===== src/hdl/b32k_pkg.sv =====
package b32k_pkg;

    // Symbol and character constants
    localparam logic [4:0] SYM_MASK       = 5'h1F;
    localparam logic [4:0] SYM_FIRST_J    = 5'd8;
    localparam logic [4:0] SYM_FIRST_P    = 5'd13;
    localparam logic [4:0] SYM_FIRST_DIG  = 5'd24;
    localparam logic [7:0] CHAR_A         = 8'h41;
    localparam logic [7:0] CHAR_J         = 8'h4A;
    localparam logic [7:0] CHAR_P         = 8'h50;
    localparam logic [7:0] CHAR_2         = 8'h32;
    localparam logic [7:0] CHAR_DASH      = 8'h2D;
    localparam int         GROUP_LEN      = 5;
    localparam int         MAX_RUN        = 4;
    localparam int         MAX_SYM        = 3;

    // One buffered output character
    typedef struct packed {
        logic [7:0] key_char;
        logic       end_of_key;
    } t_out_entry;

    // Map a 5-bit symbol to its alphabet character (no I, no O, then 2-9)
    function automatic logic [7:0] sym_to_ascii(input logic [4:0] v);
        logic [7:0] v8;
        v8 = {3'b000, v & SYM_MASK};
        if (v < SYM_FIRST_J) begin
            return CHAR_A + v8;
        end else if (v < SYM_FIRST_P) begin
            return CHAR_J + (v8 - {3'b000, SYM_FIRST_J});
        end else if (v < SYM_FIRST_DIG) begin
            return CHAR_P + (v8 - {3'b000, SYM_FIRST_P});
        end else begin
            return CHAR_2 + (v8 - {3'b000, SYM_FIRST_DIG});
        end
    endfunction

endpackage


===== src/hdl/base32_key_encoder.sv =====
// Base32 key encoder. Bytes come in on the input channel, least significant
// bit first, and leave as 5-bit symbols mapped to A-Z without I and O, then
// 2-9; the byte flagged final flushes remaining bits as one zero-padded
// symbol and clears all state for the next key. With group_dashes set, a
// dash follows every fifth character except the last of the key. Each
// request is decoded into a run of 1 to 4 characters held in a small run
// buffer, and the output register sends one character per cycle while
// i_out_stall is low. The next request is taken in the same cycle that the
// last character of the current run moves to the output register.
// end_of_run marks the last character of each request, end_of_key the final
// character of the key. Configuration should be written while idle.
module base32_key_encoder
    import b32k_pkg::*;
(
    input  logic       i_clk,
    input  logic       i_rst_n,
    // configuration write
    input  logic       i_cfg_valid,
    output logic       o_cfg_ready,
    input  logic       i_cfg_data,
    // input bytes
    input  logic       i_in_valid,
    output logic       o_in_stall,
    input  logic [7:0] i_data_byte,
    input  logic       i_final_byte,
    // output characters
    output logic       o_out_valid,
    input  logic       i_out_stall,
    output logic [7:0] o_key_char,
    output logic       o_end_of_key,
    output logic       o_end_of_run
);

    logic             r_group_dashes;
    logic [3:0]       r_left_bits;
    logic [2:0]       r_left_cnt;
    logic [2:0]       r_grp_pos;

    t_out_entry       r_buf [MAX_RUN];
    logic [2:0]       r_buf_left;

    logic             r_out_valid;
    logic [7:0]       r_out_char;
    logic             r_out_eok;
    logic             r_out_eor;

    logic             out_free;
    logic             buf_move;
    logic             in_ready;
    logic             in_accept;

    t_out_entry       n_run [MAX_RUN];
    logic [2:0]       n_run_cnt;
    logic [3:0]       n_left_bits;
    logic [2:0]       n_left_cnt;
    logic [2:0]       n_grp_pos;

    // Configuration register, always ready
    assign o_cfg_ready = 1'b1;

    always_ff @(posedge i_clk) begin
        if (!i_rst_n) begin
            r_group_dashes <= 1'b0;
        end else if (i_cfg_valid) begin
            r_group_dashes <= i_cfg_data;
        end
    end

    // Handshake control
    assign out_free   = !r_out_valid || !i_out_stall;
    assign buf_move   = out_free && (r_buf_left != 3'd0);
    assign in_ready   = (r_buf_left == 3'd0) || ((r_buf_left == 3'd1) && out_free);
    assign in_accept  = i_in_valid && in_ready;
    assign o_in_stall = !in_ready;

    // Decode one byte into its run of characters and the next state
    always_comb begin
        logic [14:0] acc;
        logic [1:0]  base_sym;
        logic [2:0]  rem_bits;
        logic [1:0]  nsym;
        logic [2:0]  pos;
        logic [2:0]  cnt;
        logic        last;

        acc      = 15'({4'b0000, i_data_byte} << r_left_cnt) | 15'(r_left_bits);
        base_sym = (r_left_cnt >= 3'd2) ? 2'd2 : 2'd1;
        unique case (r_left_cnt)
            3'd0:    rem_bits = 3'd3;
            3'd1:    rem_bits = 3'd4;
            3'd2:    rem_bits = 3'd0;
            3'd3:    rem_bits = 3'd1;
            3'd4:    rem_bits = 3'd2;
            default: rem_bits = 3'd0;
        endcase
        nsym = base_sym + {1'b0, (i_final_byte && (rem_bits != 3'd0))};

        for (int k = 0; k < MAX_RUN; k++) begin
            n_run[k] = '0;
        end
        pos  = r_grp_pos;
        cnt  = 3'd0;
        last = 1'b0;
        for (int i = 0; i < MAX_SYM; i++) begin
            if (2'(i) < nsym) begin
                last = i_final_byte && (2'(i) == nsym - 2'd1);
                n_run[cnt[1:0]].key_char   = sym_to_ascii(acc[5*i +: 5]);
                n_run[cnt[1:0]].end_of_key = last;
                cnt = cnt + 3'd1;
                pos = (pos == 3'(GROUP_LEN - 1)) ? 3'd0 : pos + 3'd1;
                if ((pos == 3'd0) && r_group_dashes && !last) begin
                    n_run[cnt[1:0]].key_char   = CHAR_DASH;
                    n_run[cnt[1:0]].end_of_key = 1'b0;
                    cnt = cnt + 3'd1;
                end
            end
        end
        n_run_cnt = cnt;

        if (i_final_byte) begin
            n_left_bits = 4'd0;
            n_left_cnt  = 3'd0;
            n_grp_pos   = 3'd0;
        end else begin
            n_left_bits = (base_sym == 2'd2) ? acc[13:10] : acc[8:5];
            n_left_cnt  = rem_bits;
            n_grp_pos   = pos;
        end
    end

    // Packing state
    always_ff @(posedge i_clk) begin
        if (!i_rst_n) begin
            r_left_bits <= 4'd0;
            r_left_cnt  <= 3'd0;
            r_grp_pos   <= 3'd0;
        end else if (in_accept) begin
            r_left_bits <= n_left_bits;
            r_left_cnt  <= n_left_cnt;
            r_grp_pos   <= n_grp_pos;
        end
    end

    // Run buffer: loaded per request, shifts one entry per output transfer
    always_ff @(posedge i_clk) begin
        if (!i_rst_n) begin
            r_buf_left <= 3'd0;
        end else if (in_accept) begin
            r_buf_left <= n_run_cnt;
        end else if (buf_move) begin
            r_buf_left <= r_buf_left - 3'd1;
        end
    end

    always_ff @(posedge i_clk) begin
        if (in_accept) begin
            for (int k = 0; k < MAX_RUN; k++) begin
                r_buf[k] <= n_run[k];
            end
        end else if (buf_move) begin
            for (int k = 0; k < MAX_RUN - 1; k++) begin
                r_buf[k] <= r_buf[k + 1];
            end
            r_buf[MAX_RUN - 1] <= '0;
        end
    end

    // Output register
    always_ff @(posedge i_clk) begin
        if (!i_rst_n) begin
            r_out_valid <= 1'b0;
        end else if (out_free) begin
            r_out_valid <= buf_move;
        end
    end

    always_ff @(posedge i_clk) begin
        if (buf_move) begin
            r_out_char <= r_buf[0].key_char;
            r_out_eok  <= r_buf[0].end_of_key;
            r_out_eor  <= (r_buf_left == 3'd1);
        end
    end

    assign o_out_valid  = r_out_valid;
    assign o_key_char   = r_out_char;
    assign o_end_of_key = r_out_eok;
    assign o_end_of_run = r_out_eor;

    // Checks
    a_buf_bound: assert property (@(posedge i_clk) disable iff (!i_rst_n)
        r_buf_left <= 3'(MAX_RUN))
        else $error("run buffer count out of range");

    a_left_bound: assert property (@(posedge i_clk) disable iff (!i_rst_n)
        r_left_cnt <= 3'd4 && r_grp_pos <= 3'(GROUP_LEN - 1))
        else $error("packing state out of range");

    a_accept_fills: assert property (@(posedge i_clk) disable iff (!i_rst_n)
        in_accept |=> (r_buf_left != 3'd0))
        else $error("accepted request produced no characters");

    a_eok_is_eor: assert property (@(posedge i_clk) disable iff (!i_rst_n)
        (r_out_valid && r_out_eok) |-> r_out_eor)
        else $error("end of key without end of run");

    a_no_drop: assert property (@(posedge i_clk) disable iff (!i_rst_n)
        (r_buf_left > 3'd1) |-> !in_ready)
        else $error("request accepted over a pending run");

endmodule

===== config.mk =====
export PLATFORM = sky130hd
export DESIGN_NAME = base32_key_encoder
export DESIGN_NICKNAME = d
export VERILOG_FILES = /design/src/hdl/b32k_pkg.sv /design/src/hdl/base32_key_encoder.sv
export SDC_FILE = /design/constraint.sdc
export NUM_CORES = 1
export LEC_CHECK = 0
export ABC_AREA = 1
export BUFFER_PORTS_ARGS = -buffer_cell sky130_fd_sc_hd__buf_2
export CORE_ASPECT_RATIO = 0.7
export CORE_MARGIN = 5
export CORE_UTILIZATION = 60
export DETAILED_ROUTE_END_ITERATION = 10
export PLACE_DENSITY = 0.91
export SLEW_MARGIN = 20
export SYNTH_ARGS = -nofsm -noshare
export SYNTH_HDL_FRONTEND = slang
export SYNTH_SLANG_ARGS = --single-unit

===== constraint.sdc =====
create_clock -name i_clk -period 5 [get_ports i_clk]
set_input_delay 0.5 -clock i_clk [delete_from_list [all_inputs] [get_ports i_clk]]
set_output_delay 0.5 -clock i_clk [all_outputs]
set_load 0.01 [all_outputs]

Word-level counts from Yosys, hierarchy flattened
Memories as Yosys holds them, arrays and structs flattened. A register that Yosys moved wholly into a read port is not among the register bits.
Index checks and enable logic that the tools add are counted.
{"block": "word_totals", "regBits": 16, "ram_bits": 36, "in_bits": 15, "out_inout_bits": 13, "wordCells": 184, "n_memories": 1}
{"block": "classes", "add_sub_neg": 31, "order_cmp": 21, "n_eq_ne": 10, "shift": 1, "muxes": 70, "n_bitwise": 9, "n_reduce_logical": 34}
{"name": "r_buf", "words": 4, "word_bits": 9, "rd": 4, "rd_ports_with_merged_regs": 1, "write_ports": 4, "line_no": "base32_key_encoder.sv:39", "source": "t_out_entry r_buf [MAX_RUN];"}
{"operator": "36-bit bitwise mux", "count": 8}
{"operator": "9-bit demux with 2-bit select", "count": 8}
{"operator": "36-bit two-way mux", "count": 4}
{"operator": "8-bit two-way mux", "count": 11}
{"operator": "9-bit two-way mux", "count": 8}
{"operator": "7-bit by 8-bit adder with 8-bit output (first input constant)", "count": 6}
{"operator": "3-bit two-way mux", "count": 14}
{"operator": "5-bit by 4-bit subtractor with 6-bit output (second input constant)", "count": 6}
{"operator": "5-bit by 4-bit less-than comparator with 1-bit output (second input constant)", "count": 6}
{"operator": "7-bit by 5-bit adder with 8-bit output (first input constant)", "count": 3}
{"operator": "7-bit by 6-bit adder with 8-bit output (first input constant)", "count": 3}
{"operator": "3-bit by 1-bit adder with 3-bit output (second input constant)", "count": 7}
{"operator": "18-bit two-way mux", "count": 1}
{"operator": "5-bit by 5-bit subtractor with 6-bit output (second input constant)", "count": 3}
{"operator": "1-bit logical AND", "count": 17}
{"operator": "3-bit zero test", "count": 5}
{"operator": "5-bit less-than comparator (second input constant)", "count": 3}
{"operator": "15-bit by 4-bit OR with 15-bit output", "count": 1}
{"operator": "8-bit by 3-bit left shift with 15-bit output", "count": 1}
{"operator": "3-bit == test (second input constant)", "count": 4}
{"operator": "3-bit greater-or-equal comparator (second input constant)", "count": 4}
{"operator": "3-bit by 1-bit less-than comparator with 1-bit output (second input constant)", "count": 4}
{"operator": "2-bit NOT with 3-bit output", "count": 4}
{"operator": "3-bit case mux with 4 select lines", "count": 1}
{"operator": "other kinds (21)", "count": 44}

Longest topological paths before layout
{"block": "logic_depth", "word_depth": 30, "mapped_depth": 25, "ltp_nobuf": 25}

Worst setup path after synthesis
No wires, ideal clock.
{"block": "synth_timing", "kind": "reg2reg", "startpoint": "reg r_buf_left[0]", "endpoint": "reg r_buf_left[2]", "setup_ns": 0.057, "t_arrival_ns": 3.627, "t_required_ns": 4.943, "slack_ns": 1.316, "stages_incl_launch_ff": 10, "n_path_buf": 0, "period_less_slack_ns": 3.684, "path_cell_list": "dfxtp_1 inv_1 ha_1 nand2_1 inv_1 o21ai_0 o21ai_0 inv_1 nand2_1 inv_1"}
{"block": "synth_between", "elab_chain_len": 5, "elab_cells_between_ends": 11, "cone_classes": "add/sub: 1; eq/ne: 1; mux: 2; reduce/logical: 7"}
{"item": "from (decl)", "line_no": "base32_key_encoder.sv:40", "source": "logic [2:0] r_buf_left;"}
{"item": "from (signal assigned)", "line_no": "base32_key_encoder.sv:149", "source": "r_buf_left <= n_run_cnt;"}
{"item": "from (signal assigned)", "line_no": "base32_key_encoder.sv:151", "source": "r_buf_left <= r_buf_left - 3'd1;"}
{"item": "branches (longest 5 deep; another with 3-bit by 1-bit subtractor with 3-bit output)"}
Parallel ways; which one is timed is not known. The select of a mux whose other input is x is not followed.
A chain may end at the register's enable or synchronous reset.

==> results by group <==
Yosys
  – Most common library cells after synthesis: nand2_1 (216), inv_1 (85), nand3_1 (61), nor2_1 (48), edfxtp_1 (41)
  – Syn nets: 743
  – Top-area cell type share of the netlist area: approximately a quarter
  – Synthesized area per cell: ~7 µm²
  – Synth Flop Type: edfxtp_1
  – Asr flop ratio synth: 0%
  – Synth unique cells: between 40 and 50
  – Yosys synthesis warning count: 0
  – Synth top area cells: edfxtp_1 (26%), nand2_1 (17%), ha_1 (9.9%)
  – Seq/Total Area, Yosys: a little under a third
  – Syn Inst Count: 690
  – Synthesized area: 4821 µm²
  – Yosys reg bits: 56
  – Number of synthesized flops with an enable pin: 41
  – Top-count cell post-synth: nand2_1
  – Dominant cell type by area after synthesis: edfxtp_1

Timing
  – Final min period: about 4.4 ns
  – Worst Skew: about 0.0053 ns
  – Fin crit share: 88.48%
  – Slew headroom: 44.53%
  – Pin slew with the least headroom to its limit: between 0.8 and 0.9 ns
  – Post-Route Setup TNS: 0 ns
  – Unrepaired setup endpoints after global routing: false
  – Final hold violation count: 0
  – Slew Limit Fails: 0
  – Final setup viols: 0
  – Fmax: approximately 0.23 GHz

Place
  – Hpwl dp: approximately 9.3 mm
  – IO buf count: 25
  – GP Congestion: between 1 and 1.5

GRT
  – Vias in the first global route: 4339
  – Grt total ovfl: 0
  – Initial antenna violation count: 0
  – GR Util All Layers: about 25%
  – First-pass GRT wire length: 20.05 mm
  – Largest net degree at the start of global routing: 33

Status
  – Outcome: finished, final reports clean

Cells and area
  – ANT cells: 0
  – Share of post-route cells with drive strength above 1: between 10% and 20%
  – Nets: between 700 and 800
  – Fill cell count: 692
  – Area Growth Syn to Fin: 6.904%

Route
  – Initial DRC Count: just over 400
  – Total wire length: around 12 mm
  – Residual DRC count: 0
  – Drt pass-1 iters: 5
  – Routed Antenna Nets: 0
  – Vias: approximately 4600
  – Vias/cell: approximately 5.7
  – Avg WL per Cell: 14.84 µm

Floorplanning
  – DIE WIDTH: 117.1 µm
  – Rows: 27
  – Top Ports: 28
  – Initial core utilization: between 60% and 70%
  – Die span in y: roughly 85 µm
  – Die footprint: 9956 µm²
  – Core area: ~7800 µm²

Power and ir drop
  – Lkg Pwr: roughly 2.5 nW
  – Worst VDD drop: around 450 µV
  – Pwr Total: around 2.9 mW
  – P per Cell Area: between 500 and 600 nW/µm²

Worst setup path
  – CP startpoint: r_left_cnt[2]$_SDFFE_PN0P_
  – Worst R2R Start: r_left_cnt[2]$_SDFFE_PN0P_
  – CP Capture Type: flip-flop
  – Setup CP Type: flip-flop to flip-flop
  – Startpoint types: flip-flop
  – Worst EP arrival: 4.59 ns
  – Critical Path RT: 5.17 ns
  – Worst-path maximum fanout: 13

CTS
  – Hold_buf cts: 0
  – Clock tree sinks: 56
  – Clock transition at path regs: roughly 0.080 ns
  – Clk Latency, worst-skew pair: 0.30 ns
  – Max clock buf depth: 2
  – Post-cts sizing count: 0
  – Total CTS buffers: 5
  – Root Buffer: clkbuf_16
  – # H-tree levels: 2
  – Post-CTS setup buffer count: 0
  – CTS tree: built

Worst hold path
  – Worst hold start: r_buf[0][4]$_DFFE_PP_
  – Worst hold-check path type: flip-flop to flip-flop

Flow run
  – Maxcap violations: 0
## layout make-up
cell class	instances	area (µm²)	area share [%]
clock inverters	3	27.53	0.5341
inverters	92	345.3	6.701
well taps	101	126.4	2.452
repair buffers	27	140.1	2.719
multi-input cells	526	2858	55.45
flip-flops and latches	56	1531	29.72
clock buffers	5	125.1	2.428
## layer usage
| metal | GRT usage (%) | wire length (µm) |
|---|---|---|
| met5 | 0 | 0 |
| met4 | 5.833 | 240 |
| met3 | 5.916 | 1021 |
| met2 | 40.37 | 5514 |
| met1 | 33.69 | 5249 |
## state kept, by name (all words and copies together), names as in the netlist
| register | flops |
|---|---|
| o_key_char | 7 |
| r_buf | 32 |
| r_left_bits | 4 |
| r_group_dashes | 1 |
| r_left_cnt | 3 |
| o_end_of_run | 1 |
| r_buf_left | 3 |
| o_end_of_key | 1 |
| r_grp_pos | 3 |
| o_out_valid | 1 |
## cells by family (layout without fill, tap and decap cells)
| logic type | after synthesis | count (layout) | synth area share, % |
|---|---|---|---|
| other cells | 2 | 2 | 0.1558 |
| simple gates | 377 | 377 | 35.01 |
| compound gates | 98 | 98 | 11.86 |
| xor+xnor | 11 | 11 | 2.310 |
| buf+inv | 108 | 127 | 9.032 |
| fa+ha+maj | 38 | 38 | 9.863 |
| flops | 56 | 56 | 31.77 |
## power by group
part           switching (mW)  total (mW)  internal (mW)  leakage, nW
registers              0.0775       0.894          0.817        0.545
clock network           0.171       0.361          0.190       0.0719
logic                    1.10        1.61          0.508         1.92
total                    1.35        2.86           1.52         2.53
## path summary, 6_finish.rpt
| kind | end | slack (ns) | cells after the start |
|---|---|---|---|
| max | r_buf[1][6]$_DFFE_PP_ | 0.58 | 20 |
| min | o_key_char[3]$_DFFE_PP_ | 0.43 | 0 |
| max reg2reg | r_buf[1][6]$_DFFE_PP_ | 0.58 | 20 |
| min reg2reg | o_key_char[3]$_DFFE_PP_ | 0.43 | 0 |
## stage by stage
stage               cells  area (µm²)  worst slack (ns)  util (%)  hold slack (ns)
detailed placement    802        5001            0.7105     63.81           0.4080
finish                810        5154            0.5760     65.76           0.4257
floorplan             690        4821             1.316         -           0.4003
global placement      802        5001            0.8369     63.81           0.4002
global route          810        5154            0.2255     65.76           0.4357
CTS                   810        5154            0.6849     65.76           0.4241
## critical path, cell delays in order, from the launching register on
cell     delay (ns)
dfxtp_1        0.68
nor2_1         0.18
o21ai_0        0.40
ha_1           0.47
nand2_2        0.19
nand4_2        0.17
nand2_1        0.09
nand2_1        0.06
nand2_1        0.06
nand2_1        0.07
o21ai_0        0.08
a21oi_1        0.34
inv_1          0.16
ha_1           0.23
nand2_1        0.23
inv_1          0.17
nor2_1         0.24
o21ai_0        0.16
o21ai_0        0.11
o22ai_1        0.12
inv_1          0.08
## layout by cell type, fill, tap and decap left out, types with 2 or more instances in the layout
| cell | n |
|---|---|
| buf_4 | 2 |
| o211ai_1 | 3 |
| nor3_1 | 5 |
| xor2_1 | 6 |
| nand3_2 | 2 |
| nor2_2 | 5 |
| ha_1 | 38 |
| a21oi_1 | 36 |
| a31oi_1 | 3 |
| a22oi_1 | 2 |
| nand3_1 | 61 |
| o21ai_2 | 8 |
| inv_1 | 85 |
| conb_1 | 2 |
| a21o_1 | 2 |
| nand3_4 | 2 |
| nand2_2 | 20 |
| a21oi_2 | 2 |
| nor2_1 | 48 |
| edfxtp_1 | 41 |
| or2_2 | 3 |
| nand4_1 | 4 |
| o22ai_1 | 7 |
| dfxtp_1 | 15 |
| buf_2 | 25 |
| o21ai_0 | 30 |
| xnor2_1 | 3 |
| nand2_4 | 5 |
| nand2_1 | 216 |
| inv_2 | 6 |
| o21ai_1 | 2 |
| clkbuf_16 | 5 |
| xor2_2 | 2 |
No activity file was read; power rests on OpenSTA's default activity.
